File: src/design/atd_pkg.sv
// ----------------------------------------------------------------------------
// atd_pkg
// Shared widths, register indexes and types of the adaptive threshold tone
// detector.
// ----------------------------------------------------------------------------
package atd_pkg;

  localparam int SampleWidth  = 24;
  localparam int ThrWidth     = SampleWidth - 1;
  localparam int RunWidth     = 8;
  localparam int CfgAddrWidth = 8;
  localparam int CfgDataWidth = 32;

  // stream payload widths, rounded up to whole bytes
  localparam int InDataWidth  = ((SampleWidth + 1 + 7) / 8) * 8;
  localparam int OutDataWidth = ((ThrWidth + 1 + 7) / 8) * 8;

  // register indexes
  localparam logic [CfgAddrWidth-1:0] RegMinThreshold   = CfgAddrWidth'(0);
  localparam logic [CfgAddrWidth-1:0] RegMaxThreshold   = CfgAddrWidth'(1);
  localparam logic [CfgAddrWidth-1:0] RegThresholdOffst = CfgAddrWidth'(2);
  localparam logic [CfgAddrWidth-1:0] RegRunLimit       = CfgAddrWidth'(3);

  // reset values
  localparam logic [ThrWidth-1:0] ResetMinThreshold = ThrWidth'(23488);
  localparam logic [ThrWidth-1:0] ResetMaxThreshold = ThrWidth'(251658);
  localparam logic [ThrWidth-1:0] ResetOffset       = ThrWidth'(10066);
  localparam logic [RunWidth-1:0] ResetRunLimit     = RunWidth'(18);
  localparam logic [ThrWidth-1:0] ResetThreshold    = ThrWidth'(33554);

  typedef struct packed {
    logic [ThrWidth-1:0] min_threshold;
    logic [ThrWidth-1:0] max_threshold;
    logic [ThrWidth-1:0] threshold_offset;
    logic [RunWidth-1:0] run_limit;
  } cfg_t;

endpackage

File: src/design/atd_cfg_regs.sv
// ----------------------------------------------------------------------------
// atd_cfg_regs
// Configuration register file: decodes index writes into the detector limits.
// ----------------------------------------------------------------------------
module atd_cfg_regs import atd_pkg::*; (
  input  logic                    clk_i,
  input  logic                    rst_ni,
  input  logic                    cfg_valid_i,
  output logic                    cfg_ready_o,
  input  logic [CfgAddrWidth-1:0] cfg_addr_i,
  input  logic [CfgDataWidth-1:0] cfg_data_i,
  output cfg_t                    cfg_o
);

  cfg_t cfg_q;

  assign cfg_ready_o = 1'b1;
  assign cfg_o       = cfg_q;

  always_ff @(posedge clk_i or negedge rst_ni) begin
    if (!rst_ni) begin
      cfg_q.min_threshold    <= ResetMinThreshold;
      cfg_q.max_threshold    <= ResetMaxThreshold;
      cfg_q.threshold_offset <= ResetOffset;
      cfg_q.run_limit        <= ResetRunLimit;
    end else if (cfg_valid_i) begin
      case (cfg_addr_i)
        RegMinThreshold:   cfg_q.min_threshold    <= cfg_data_i[ThrWidth-1:0];
        RegMaxThreshold:   cfg_q.max_threshold    <= cfg_data_i[ThrWidth-1:0];
        RegThresholdOffst: cfg_q.threshold_offset <= cfg_data_i[ThrWidth-1:0];
        RegRunLimit:       cfg_q.run_limit        <= cfg_data_i[RunWidth-1:0];
        default: ; // drop writes beyond the register list
      endcase
    end
  end

endmodule

File: src/design/adaptive_threshold_tone_detector.sv
// ----------------------------------------------------------------------------
// adaptive_threshold_tone_detector
// Peak-adaptive threshold with a debounced tone-present flag.
// ----------------------------------------------------------------------------
// One result beat per sample beat. A sample is captured in an input register
// and processed by compare and subtract logic into the output register, so the
// block sustains one sample per clock while the output is not stalled. The
// input register frees as soon as the output register can take its result, so
// a new sample is accepted while a finished result waits. Each result carries
// the detection flag held before that sample and the threshold used for it.
module adaptive_threshold_tone_detector import atd_pkg::*; (
  input  logic                    clk_i,
  input  logic                    rst_ni,
  // tdata: sample [SampleWidth-1:0], adapt_enable [SampleWidth], zero pad
  input  logic                    s_axis_tvalid,
  output logic                    s_axis_tready,
  input  logic [InDataWidth-1:0]  s_axis_tdata,
  // tdata: detected [0], threshold_now [ThrWidth:1], zero pad
  output logic                    m_axis_tvalid,
  input  logic                    m_axis_tready,
  output logic [OutDataWidth-1:0] m_axis_tdata,
  input  logic                    cfg_valid_i,
  output logic                    cfg_ready_o,
  input  logic [CfgAddrWidth-1:0] cfg_addr_i,
  input  logic [CfgDataWidth-1:0] cfg_data_i
);

  cfg_t cfg;

  atd_cfg_regs u_cfg (
    .clk_i      (clk_i),
    .rst_ni     (rst_ni),
    .cfg_valid_i(cfg_valid_i),
    .cfg_ready_o(cfg_ready_o),
    .cfg_addr_i (cfg_addr_i),
    .cfg_data_i (cfg_data_i),
    .cfg_o      (cfg)
  );

  // input register
  logic                          in_valid_q;
  logic signed [SampleWidth-1:0] in_sample_q;
  logic                          in_adapt_q;

  // detector state
  logic signed [SampleWidth-1:0] peak_q, peak_d;
  logic [ThrWidth-1:0]           thr_q, thr_d;
  logic                          det_q, det_d;
  logic [RunWidth-1:0]           run_q, run_d;

  // output register
  logic                out_valid_q;
  logic                out_det_q;
  logic [ThrWidth-1:0] out_thr_q;

  logic advance;
  assign advance       = in_valid_q && (!out_valid_q || m_axis_tready);
  assign s_axis_tready = !in_valid_q || advance;

  always_ff @(posedge clk_i or negedge rst_ni) begin
    if (!rst_ni) begin
      in_valid_q <= 1'b0;
    end else if (s_axis_tready) begin
      in_valid_q <= s_axis_tvalid;
    end
  end

  always_ff @(posedge clk_i) begin
    if (s_axis_tready && s_axis_tvalid) begin
      in_sample_q <= s_axis_tdata[SampleWidth-1:0];
      in_adapt_q  <= s_axis_tdata[SampleWidth];
    end
  end

  // single-pass update
  logic signed [SampleWidth-1:0] max_ext, min_ext, thr_ext;
  logic signed [SampleWidth:0]   diff;
  logic                          past;
  logic [RunWidth-1:0]           run_inc;

  always_comb begin
    max_ext = signed'({1'b0, cfg.max_threshold});
    min_ext = signed'({1'b0, cfg.min_threshold});
    peak_d  = peak_q;
    thr_d   = thr_q;
    diff    = '0;
    if (in_adapt_q) begin
      if ((in_sample_q > peak_q) && (in_sample_q < max_ext)) begin
        peak_d = in_sample_q;
      end
      diff = {peak_d[SampleWidth-1], peak_d} - signed'({2'b00, cfg.threshold_offset});
      // max clamp first, min clamp wins when the limits cross
      if (diff > signed'({2'b00, cfg.max_threshold})) begin
        diff = signed'({2'b00, cfg.max_threshold});
      end
      if (diff < signed'({2'b00, cfg.min_threshold})) begin
        diff = signed'({2'b00, cfg.min_threshold});
      end
      thr_d = diff[ThrWidth-1:0];
    end else begin
      peak_d = min_ext;
    end

    thr_ext = signed'({1'b0, thr_d});
    past    = det_q ? (in_sample_q < thr_ext) : (in_sample_q > thr_ext);
    run_inc = (run_q == {RunWidth{1'b1}}) ? run_q : run_q + RunWidth'(1);
    run_d   = past ? run_inc : '0;
    det_d   = det_q;
    if (run_d > cfg.run_limit) begin
      det_d = !det_q;
      run_d = '0;
    end
  end

  always_ff @(posedge clk_i or negedge rst_ni) begin
    if (!rst_ni) begin
      peak_q      <= '0;
      thr_q       <= ResetThreshold;
      det_q       <= 1'b0;
      run_q       <= '0;
      out_valid_q <= 1'b0;
    end else begin
      if (advance) begin
        peak_q <= peak_d;
        thr_q  <= thr_d;
        det_q  <= det_d;
        run_q  <= run_d;
      end
      if (advance) begin
        out_valid_q <= 1'b1;
      end else if (m_axis_tready) begin
        out_valid_q <= 1'b0;
      end
    end
  end

  always_ff @(posedge clk_i) begin
    if (advance) begin
      out_det_q <= det_q;
      out_thr_q <= thr_d;
    end
  end

  assign m_axis_tvalid = out_valid_q;

  always_comb begin
    m_axis_tdata              = '0;
    m_axis_tdata[0]           = out_det_q;
    m_axis_tdata[ThrWidth:1]  = out_thr_q;
  end

  // a toggle of the detection flag always restarts the run
  assert property (@(posedge clk_i) disable iff (!rst_ni)
    (det_q != $past(det_q)) |-> (run_q == '0))
    else $error("detection toggled without clearing the run count");

  // state only moves when a sample is processed
  assert property (@(posedge clk_i) disable iff (!rst_ni)
    !advance |=> ($stable(det_q) && $stable(run_q) && $stable(thr_q)))
    else $error("detector state changed without a processed sample");

  // a new result beat needs a captured sample behind it
  assert property (@(posedge clk_i) disable iff (!rst_ni)
    (out_valid_q && !$past(out_valid_q)) |-> $past(in_valid_q))
    else $error("result beat raised without an input sample");

  // input stalls only behind a blocked result
  assert property (@(posedge clk_i) disable iff (!rst_ni)
    !s_axis_tready |-> (in_valid_q && out_valid_q && !m_axis_tready))
    else $error("input stalled while the output could advance");

endmodule

File: config.mk
export PLATFORM = sky130hd
export DESIGN_NAME = adaptive_threshold_tone_detector
export DESIGN_NICKNAME = d
export VERILOG_FILES = /design/src/design/atd_pkg.sv /design/src/design/atd_cfg_regs.sv /design/src/design/adaptive_threshold_tone_detector.sv
export SDC_FILE = /design/constraint.sdc
export NUM_CORES = 1
export LEC_CHECK = 0
export BUFFER_PORTS_ARGS = -buffer_cell sky130_fd_sc_hd__buf_2
export CAP_MARGIN = 10
export CORE_UTILIZATION = 55
export CTS_CLUSTER_DIAMETER = 40
export DETAILED_ROUTE_END_ITERATION = 16
export HOLD_SLACK_MARGIN = 0.03
export PLACE_DENSITY = 0.77
export SETUP_SLACK_MARGIN = 0.02
export SYNTH_ARGS = -nofsm -noshare
export SYNTH_HDL_FRONTEND = slang
export SYNTH_SLANG_ARGS = --single-unit
File: constraint.sdc
create_clock -name clk_i -period 12.7 [get_ports clk_i]
set_input_delay 2.54 -clock clk_i [delete_from_list [all_inputs] [get_ports clk_i]]
set_output_delay 2.54 -clock clk_i [all_outputs]
set_load 0.02 [all_outputs]
==> metrics.txt, run 1 <==
# TYPE chip_impl_metric gauge
chip_impl_metric{name="clock_pin_slew_of_the_registers_on_the_worst_case_setup_and_hold_paths",unit="ps"} 70
chip_impl_metric{name="gp_congestion",unit=""} 0.912
chip_impl_metric{name="die_w",unit="um"} 153
chip_impl_metric{name="ant_nets",unit=""} 0
chip_impl_info{name="timing.rr.start",value="in_sample_q[13]"} 1
chip_impl_metric{name="wire_per_inst",unit="um"} 21.2
chip_impl_metric{name="drt_first_pass_iters",unit=""} 6
chip_impl_metric{name="grt.total_usage",unit="%"} 30.8
chip_impl_metric{name="cts_inserted_buffers",unit=""} 17
chip_impl_metric{name="power_per_cell_area",unit="nW/um2"} 197
chip_impl_metric{name="worst-r2r-cell-count",unit=""} 70
chip_impl_metric{name="synth.yosys.seq_area_share",unit="%"} 38.9
chip_impl_metric{name="ioPinCount",unit=""} 104
chip_impl_metric{name="syn_nets",unit=""} 1488
chip_impl_metric{name="worst_slew_pin_slew",unit="ps"} 1000
chip_impl_info{name="path_class",value="reg -> reg"} 1
chip_impl_metric{name="timing.final.ws_setup",unit="ps"} -157
chip_impl_metric{name="antenna-diode-count",unit=""} 0
chip_impl_metric{name="yosys_warnings",unit=""} 0
chip_impl_info{name="timing.hold.worst.start",value="thr_q[0]"} 1
chip_impl_metric{name="synth_edf_count",unit=""} 49
chip_impl_metric{name="number_of_fill_cells_in_the_layout",unit=""} 1290
chip_impl_metric{name="detailroute.via_count",unit=""} 11700
chip_impl_metric{name="pin_count_of_the_biggest_net_entering_global_routing",unit=""} 75
chip_impl_metric{name="finClkSkew",unit="ps"} 8.24
chip_impl_metric{name="post-route-util",unit="%"} 77.2
chip_impl_metric{name="pins_over_their_slew_limit",unit=""} 0
chip_impl_metric{name="fin_setup_tns",unit="ps"} -1060
chip_impl_info{name="hold-path-endpoint",value="thr_q[0]"} 1
chip_impl_metric{name="fin_cells",unit=""} 1909
chip_impl_metric{name="nNetsFinal",unit=""} 1840
chip_impl_metric{name="design.core.area",unit="um2"} 22100
chip_impl_info{name="path_common_cell",value="sky130_fd_sc_hd__buf_4"} 1
chip_impl_metric{name="cts_max_level",unit=""} 4
chip_impl_info{name="crit_path_start_kind",value="flop"} 1
chip_impl_metric{name="initial_utilization",unit="%"} 56.9
chip_impl_metric{name="timing.max_cap.violations",unit=""} 0
chip_impl_metric{name="post-route-period-util",unit="%"} 101
chip_impl_metric{name="synth.distinct_cells",unit=""} 60
chip_impl_metric{name="overflow",unit=""} 0
chip_impl_metric{name="clock_insertion_delay_worst_skew",unit="ps"} 450
chip_impl_metric{name="period_minus_slack",unit="ps"} 12860
chip_impl_metric{name="max_clock_freq",unit="MHz"} 77.8
chip_impl_metric{name="port_buffers",unit=""} 86
chip_impl_metric{name="place_area",unit="um2"} 15000
chip_impl_metric{name="syn_inst",unit=""} 1264
chip_impl_info{name="failed_checks",value="negative setup slack"} 1
chip_impl_metric{name="whs",unit="ps"} 497
chip_impl_metric{name="holdBufCountCts",unit=""} 0
chip_impl_metric{name="vdd_drop_max",unit="V"} 0.000107
chip_impl_metric{name="holdPathStages",unit=""} 2
chip_impl_metric{name="stdcell_area",unit="um2"} 17100
chip_impl_info{name="setup_repair_after_global_routing_missed_its_margin",value="yes"} 1
chip_impl_metric{name="layout-area-overhead-vs-synth",unit="%"} 35.6
chip_impl_metric{name="grt_first_pass_wirelength",unit="um"} 56100
chip_impl_metric{name="place.detailed.instances",unit=""} 1829
chip_impl_info{name="run_status",value="finished with violations"} 1
chip_impl_info{name="critPathSlowestCell",value="sky130_fd_sc_hd__edfxtp_1"} 1
chip_impl_metric{name="clockBufferDepth",unit=""} 2
chip_impl_metric{name="maximum_cell_stage_delay_along_the_critical_path",unit="ps"} 500
chip_impl_info{name="worst_path_dominant_cell_family",value="compound AO/OA/AOI/OAI gates"} 1
chip_impl_metric{name="synth_register_bits",unit=""} 184
chip_impl_metric{name="number_of_global_route_vias_before_repair",unit=""} 11300
chip_impl_metric{name="worst_setup_slack_for_register_to_register_paths",unit="ps"} -160
chip_impl_metric{name="numClockSinks",unit=""} 184
chip_impl_metric{name="cellLeakagePower",unit="nW"} 7.72
chip_impl_metric{name="via_per_inst",unit=""} 6.12
chip_impl_info{name="cts_root_buf",value="sky130_fd_sc_hd__clkbuf_16"} 1
chip_impl_metric{name="drt_first_iter_violations",unit=""} 989
chip_impl_metric{name="max-slew-margin-rel",unit="%"} 33.0
chip_impl_metric{name="syn_avg_cell_area",unit="um2"} 9.95
chip_impl_info{name="holdCritPathClass",value="reg -> reg"} 1
chip_impl_metric{name="layout-drive-gt1-share",unit="%"} 45.1
chip_impl_metric{name="detail_route.wirelength",unit="um"} 40400
chip_impl_info{name="synth_flop_cell",value="sky130_fd_sc_hd__dfrtp_1"} 1
chip_impl_metric{name="drc",unit=""} 0
chip_impl_metric{name="rows",unit=""} 54
chip_impl_metric{name="worst-endpoint-arrival",unit="ps"} 13230
chip_impl_metric{name="die_area",unit="um2"} 23500
chip_impl_info{name="setup.worst_path.end_class",value="flop"} 1
chip_impl_metric{name="fp.dieH",unit="um"} 153
chip_impl_metric{name="syn_area",unit="um2"} 12600
chip_impl_metric{name="critPathBufInv",unit=""} 15
chip_impl_metric{name="worst-endpoint-required",unit="ps"} 13080
chip_impl_metric{name="cp_max_fo",unit=""} 7
chip_impl_info{name="tritoncts",value="yes"} 1
chip_impl_info{name="crit-reg2reg-capture",value="run_q[0]"} 1
chip_impl_metric{name="finalSetupViolations",unit=""} 9
chip_impl_metric{name="synthArstFlopShare",unit="%"} 73.4
chip_impl_metric{name="antenna_violations_before_repair",unit=""} 0
chip_impl_metric{name="critical_path_depth",unit=""} 70
chip_impl_metric{name="hpwlAfterDp",unit="um"} 25200
chip_impl_metric{name="final_hold_viol_count",unit=""} 0
==> Yosys cell counts (all sizes together), types with 3 or more instances <==
cell type	count	area (um2)
and3	3	18.8
dfrtp	104	2600
nand2b	30	188
or2	23	144
mux2	101	1140
edfxtp	49	1470
nor2b	50	313
a22o	3	26.3
o31ai	6	45.0
nor4	9	62.6
and2	3	18.8
nand2	103	387
inv	114	428
o2bb2ai	3	26.3
nand3	17	85.1
a31o	39	342
a31oi	25	156
dfstp	31	815
xnor2	15	131
buf	7	37.5
o21a	9	67.6
ha	146	1830
clkbuf	33	124
o21bai	5	37.5
xor2	8	70.1
a21boi	5	37.5
a211oi	11	82.6
and4	3	26.3
mux2i	26	260
o21ai	75	375
nor3	12	60.1
a21oi	76	380
nand3b	3	22.5
nand4	18	119
or3	5	31.3
o211ai	5	37.5
nor2	39	146
a21o	29	218
==> metal layers <==
layer	track usage, %	wire length, um	vias to the layer above
met2	51.9	19600	544
met4	11.6	1690	0
met3	6.52	2920	159
met1	38.6	16200	5726
li1	-	-	5248
met5	0	0	-
==> cells by family after synthesis <==
kind of cell / synth area share, %
other cells: 0.0298
xor+xnor: 1.60
flops: 38.9
mux: 11.1
fa+ha+maj: 14.7
simple gates: 13.3
compound gates: 15.8
buf+inv: 4.68
==> metrics by stage <==
step | setup WS (ps) | total power (W)
2_1_floorplan | 62.1 | 0.00166
5_1_grt | -471 | 0.00352
3_5_place_dp | -1060 | 0.00228
4_1_cts | 21.1 | 0.00291
3_3_place_gp | -876 | 0.00224
6_report | -157 | 0.00336
==> worst register-to-register path, delay by kind of cell (launching register included) <==
| family | cells | cell delay (ps) |
|---|---|---|
| flip-flops | 1 | 500 |
| buffers and inverters | 15 | 2620 |
| XOR/XNOR | 1 | 200 |
| multiplexers | 3 | 810 |
| AND/OR/NAND/NOR | 16 | 2380 |
| AO/OA/AOI/OAI | 29 | 4600 |
| adder cells (fa/ha/maj) | 6 | 1670 |
==> sequential cells by signal (all words and copies together) (netlist names) <==
register       cells
det_q              1
in_adapt_q         1
in_sample_q       24
in_valid_q         1
m_axis_tvalid      1
out_det_q          1
out_thr_q         23
peak_q            24
run_q              8
thr_q             23
u_cfg.cfg_o       77
==> worst max-delay path by stage <==
| stage | startpoint | endpoint |
|---|---|---|
| floorplan | in_sample_q[1] | run_q[7] |
| global placement | in_sample_q[19] | run_q[1] |
| detailed placement | in_sample_q[1] | run_q[1] |
| CTS | u_cfg.cfg_o[34] | run_q[3] |
| global route | in_sample_q[15] | run_q[1] |
| finish | in_sample_q[13] | run_q[0] |
==> report_power, final <==
group	internal, W	switching, W	total [W]
Sequential	0.000689	0.0000512	0.000741
Clock	0.000259	0.000260	0.000519
Combinational	0.00107	0.00103	0.00210
Total	0.00202	0.00134	0.00336
==> cell usage in the layout, fill, tap and decap left out, types with 25 or more instances in the layout <==
cell,n
sky130_fd_sc_hd__a21o_1,29
sky130_fd_sc_hd__a21oi_1,48
sky130_fd_sc_hd__a31o_2,38
sky130_fd_sc_hd__buf_2,85
sky130_fd_sc_hd__buf_4,270
sky130_fd_sc_hd__dfrtp_1,104
sky130_fd_sc_hd__dfstp_2,31
sky130_fd_sc_hd__edfxtp_1,49
sky130_fd_sc_hd__ha_1,117
sky130_fd_sc_hd__ha_4,27
sky130_fd_sc_hd__inv_1,114
sky130_fd_sc_hd__mux2_2,90
sky130_fd_sc_hd__mux2i_1,25
sky130_fd_sc_hd__nand2_1,99
sky130_fd_sc_hd__nand2b_1,26
sky130_fd_sc_hd__nor2_1,33
sky130_fd_sc_hd__nor2b_1,47
sky130_fd_sc_hd__o21ai_0,61
==> final cells by class <==
type	count	area [um2]	share of cell area, %
Clock buffer	20	447	2.62
Sequential cell	184	4890	28.6
Timing Repair Buffer	373	2660	15.6
Inverter	114	428	2.51
Clock inverter	12	95.1	0.557
Multi-Input combinational cell	926	8190	48.0
Tap cell	280	350	2.05
==> timing repair <==
item                       CTS  global route
buffers inserted            21            30
gates cloned                 1             0
pin swaps                   27           103
resized for setup           50           165
setup endpoints to repair    9             9
Power figures use the tool's default switching activity.
==> inputs of run 2 (changes only) <==
Settings changed: PLACE_DENSITY 0.77 to unset, PLACE_DENSITY_LB_ADDON set to 0.2.
==> run 2 against run 1 <==
  * The run still ends with negative setup slack left
  * Critical path depth shrank 3
  * Sequential power barely moved
  * Maximum frequency shrank 1.5%
  * Clock power grew 7.5%
  * Sequential share of layout area rose by 0.18 points
  * Via count fell by 2.3%
  * Utilization is 0.49 points lower
  * Wire length down 3.7%
  * Largest power group unchanged
  * Highest routed layer unchanged
==> metrics.txt, run 2 (synthesized netlist as in run 1, its figures left out) <==
# TYPE chip_impl_metric gauge
chip_impl_info{name="run_status",value="finished with violations"} 1
chip_impl_info{name="failed_checks",value="negative setup slack"} 1
chip_impl_metric{name="drc",unit=""} 0
chip_impl_metric{name="numClockSinks",unit=""} 184
chip_impl_metric{name="cts_max_level",unit=""} 4
chip_impl_metric{name="fp.dieH",unit="um"} 153
chip_impl_metric{name="worst_setup_slack_for_register_to_register_paths",unit="ps"} -350
chip_impl_metric{name="via_per_inst",unit=""} 6.01
chip_impl_metric{name="worst-endpoint-required",unit="ps"} 13070
chip_impl_metric{name="total_power",unit="W"} 0.00335
chip_impl_metric{name="hpwlAfterDp",unit="um"} 25000
chip_impl_info{name="critPathSlowestCell",value="sky130_fd_sc_hd__edfxtp_1"} 1
chip_impl_metric{name="design.core.area",unit="um2"} 22100
chip_impl_metric{name="post-route-period-util",unit="%"} 103
chip_impl_metric{name="drt_first_pass_iters",unit=""} 6
chip_impl_metric{name="die_w",unit="um"} 153
chip_impl_metric{name="max_clock_freq",unit="MHz"} 76.6
chip_impl_info{name="timing.hold.worst.start",value="thr_q[0]"} 1
chip_impl_metric{name="clockBufferDepth",unit=""} 2
chip_impl_metric{name="pin_count_of_the_biggest_net_entering_global_routing",unit=""} 76
chip_impl_metric{name="overflow",unit=""} 0
chip_impl_info{name="timing.rr.start",value="in_sample_q[22]"} 1
chip_impl_metric{name="largest_register_ff_count",unit=""} 77
chip_impl_metric{name="number_of_global_route_vias_before_repair",unit=""} 11100
chip_impl_metric{name="final_hold_viol_count",unit=""} 0
chip_impl_info{name="cts_root_buf",value="sky130_fd_sc_hd__clkbuf_16"} 1
chip_impl_metric{name="period_minus_slack",unit="ps"} 13050
chip_impl_metric{name="antenna-diode-count",unit=""} 0
chip_impl_info{name="path_class",value="reg -> reg"} 1
chip_impl_metric{name="post-route-util",unit="%"} 76.7
chip_impl_info{name="tritoncts",value="yes"} 1
chip_impl_metric{name="ant_nets",unit=""} 0
chip_impl_metric{name="finClkSkew",unit="ps"} 13.9
chip_impl_info{name="path_common_cell",value="sky130_fd_sc_hd__buf_4"} 1
chip_impl_metric{name="fin_setup_tns",unit="ps"} -2700
chip_impl_metric{name="place.detailed.instances",unit=""} 1821
chip_impl_metric{name="clock_pin_slew_of_the_registers_on_the_worst_case_setup_and_hold_paths",unit="ps"} 70
chip_impl_metric{name="initial_utilization",unit="%"} 56.9
chip_impl_metric{name="max-slew-margin-rel",unit="%"} 44.7
chip_impl_metric{name="timing.final.ws_setup",unit="ps"} -350
chip_impl_metric{name="gp_congestion",unit=""} 0.949
chip_impl_metric{name="timing.max_cap.violations",unit=""} 0
chip_impl_metric{name="power_per_cell_area",unit="nW/um2"} 198
chip_impl_metric{name="detailroute.via_count",unit=""} 11400
chip_impl_info{name="crit_path_start_kind",value="flop"} 1
chip_impl_metric{name="cp_max_fo",unit=""} 6
chip_impl_metric{name="maximum_cell_stage_delay_along_the_critical_path",unit="ps"} 530
chip_impl_metric{name="clock_insertion_delay_worst_skew",unit="ps"} 440
chip_impl_info{name="layout.cells.most_common_list",value="sky130_fd_sc_hd__buf_4 (259), sky130_fd_sc_hd__ha_1 (118), sky130_fd_sc_hd__inv_1 (110)"} 1
chip_impl_metric{name="finalSetupViolations",unit=""} 9
chip_impl_info{name="mostFrequentLayoutCell",value="sky130_fd_sc_hd__buf_4"} 1
chip_impl_metric{name="worst-endpoint-arrival",unit="ps"} 13420
chip_impl_metric{name="detail_route.wirelength",unit="um"} 38900
chip_impl_metric{name="wire_per_inst",unit="um"} 20.5
chip_impl_metric{name="layout-area-overhead-vs-synth",unit="%"} 34.8
chip_impl_metric{name="rows",unit=""} 54
chip_impl_metric{name="grt_first_pass_wirelength",unit="um"} 56400
chip_impl_metric{name="vdd_drop_max",unit="V"} 0.000103
chip_impl_metric{name="pins_over_their_slew_limit",unit=""} 0
chip_impl_metric{name="grt.total_usage",unit="%"} 30.8
chip_impl_metric{name="drt_first_iter_violations",unit=""} 943
chip_impl_metric{name="fin_cells",unit=""} 1899
chip_impl_info{name="holdCritPathClass",value="reg -> reg"} 1
chip_impl_metric{name="worst_slew_pin_slew",unit="ps"} 830
chip_impl_metric{name="die_area",unit="um2"} 23500
chip_impl_info{name="setup.worst_path.end_class",value="flop"} 1
chip_impl_metric{name="ioPinCount",unit=""} 104
chip_impl_metric{name="nNetsFinal",unit=""} 1830
chip_impl_metric{name="cellLeakagePower",unit="nW"} 7.71
chip_impl_metric{name="antenna_violations_before_repair",unit=""} 0
chip_impl_metric{name="cts_inserted_buffers",unit=""} 17
chip_impl_info{name="setup_repair_after_global_routing_missed_its_margin",value="yes"} 1
chip_impl_info{name="setup.worst_path.start",value="in_sample_q[22]"} 1
chip_impl_metric{name="port_buffers",unit=""} 86
chip_impl_metric{name="layout-drive-gt1-share",unit="%"} 44.5
[run 2: final timing paths]
path / end / cells after the start
max in group asynchronous: thr_q[2] / 2
worst max register to register: run_q[6] / 67
min in group asynchronous: thr_q[12] / 1
worst max-delay path: run_q[6] / 67
worst min register to register: thr_q[0] / 2
worst min-delay path: thr_q[0] / 2
[run 2: metrics by stage]
step	hold slack (ps)	instance area, um2	setup WS, ps
final	499	17000	-350
after global routing	523	17000	-705
after CTS	502	15900	17.5
after detailed placement	472	15000	-959
after global placement	463	15000	-724
after floorplan	451	12600	62.1
[run 2: critical path: cells and delay by family (launching register included)]
| family | cells | cell delay, ps |
|---|---|---|
| fa+ha+maj | 6 | 1870 |
| buf+inv | 12 | 1840 |
| simple gates | 16 | 3050 |
| compound gates | 30 | 4750 |
| flops | 1 | 530 |
| mux | 3 | 890 |
[run 2: timing repair]
action,in CTS,in global routing
gates cloned,1,2
endpoints found under the setup margin,9,9
pin swaps,23,110
gates resized for setup,52,143
buffers inserted,10,35
hold buffers,0,0
[run 2: layout make-up]
| type | instances | area (um2) |
|---|---|---|
| clock buffer | 20 | 457 |
| clock inverter | 12 | 140 |
| fill | 1381 | 5140 |
| inverter | 114 | 428 |
| multi-input combinational | 926 | 8020 |
| sequential | 184 | 4890 |
| tap | 280 | 350 |
| timing repair buffer | 363 | 2670 |
[run 2: per-layer routing]
| metal | vias up | GRT usage [%] | part of all wire, % |
|---|---|---|---|
| li1 | 5238 | - | - |
| met1 | 5573 | 40.2 | 42 |
| met2 | 495 | 50.7 | 48 |
| met3 | 108 | 5.59 | 6.7 |
| met4 | 0 | 12.2 | 3.8 |
| met5 | - | 0 | 0 |
[run 2: report_power, final]
| group | switching [W] | internal [W] |
|---|---|---|
| sequential | 0.0000521 | 0.000689 |
| combinational | 0.000998 | 0.00105 |
| clock | 0.000254 | 0.000304 |
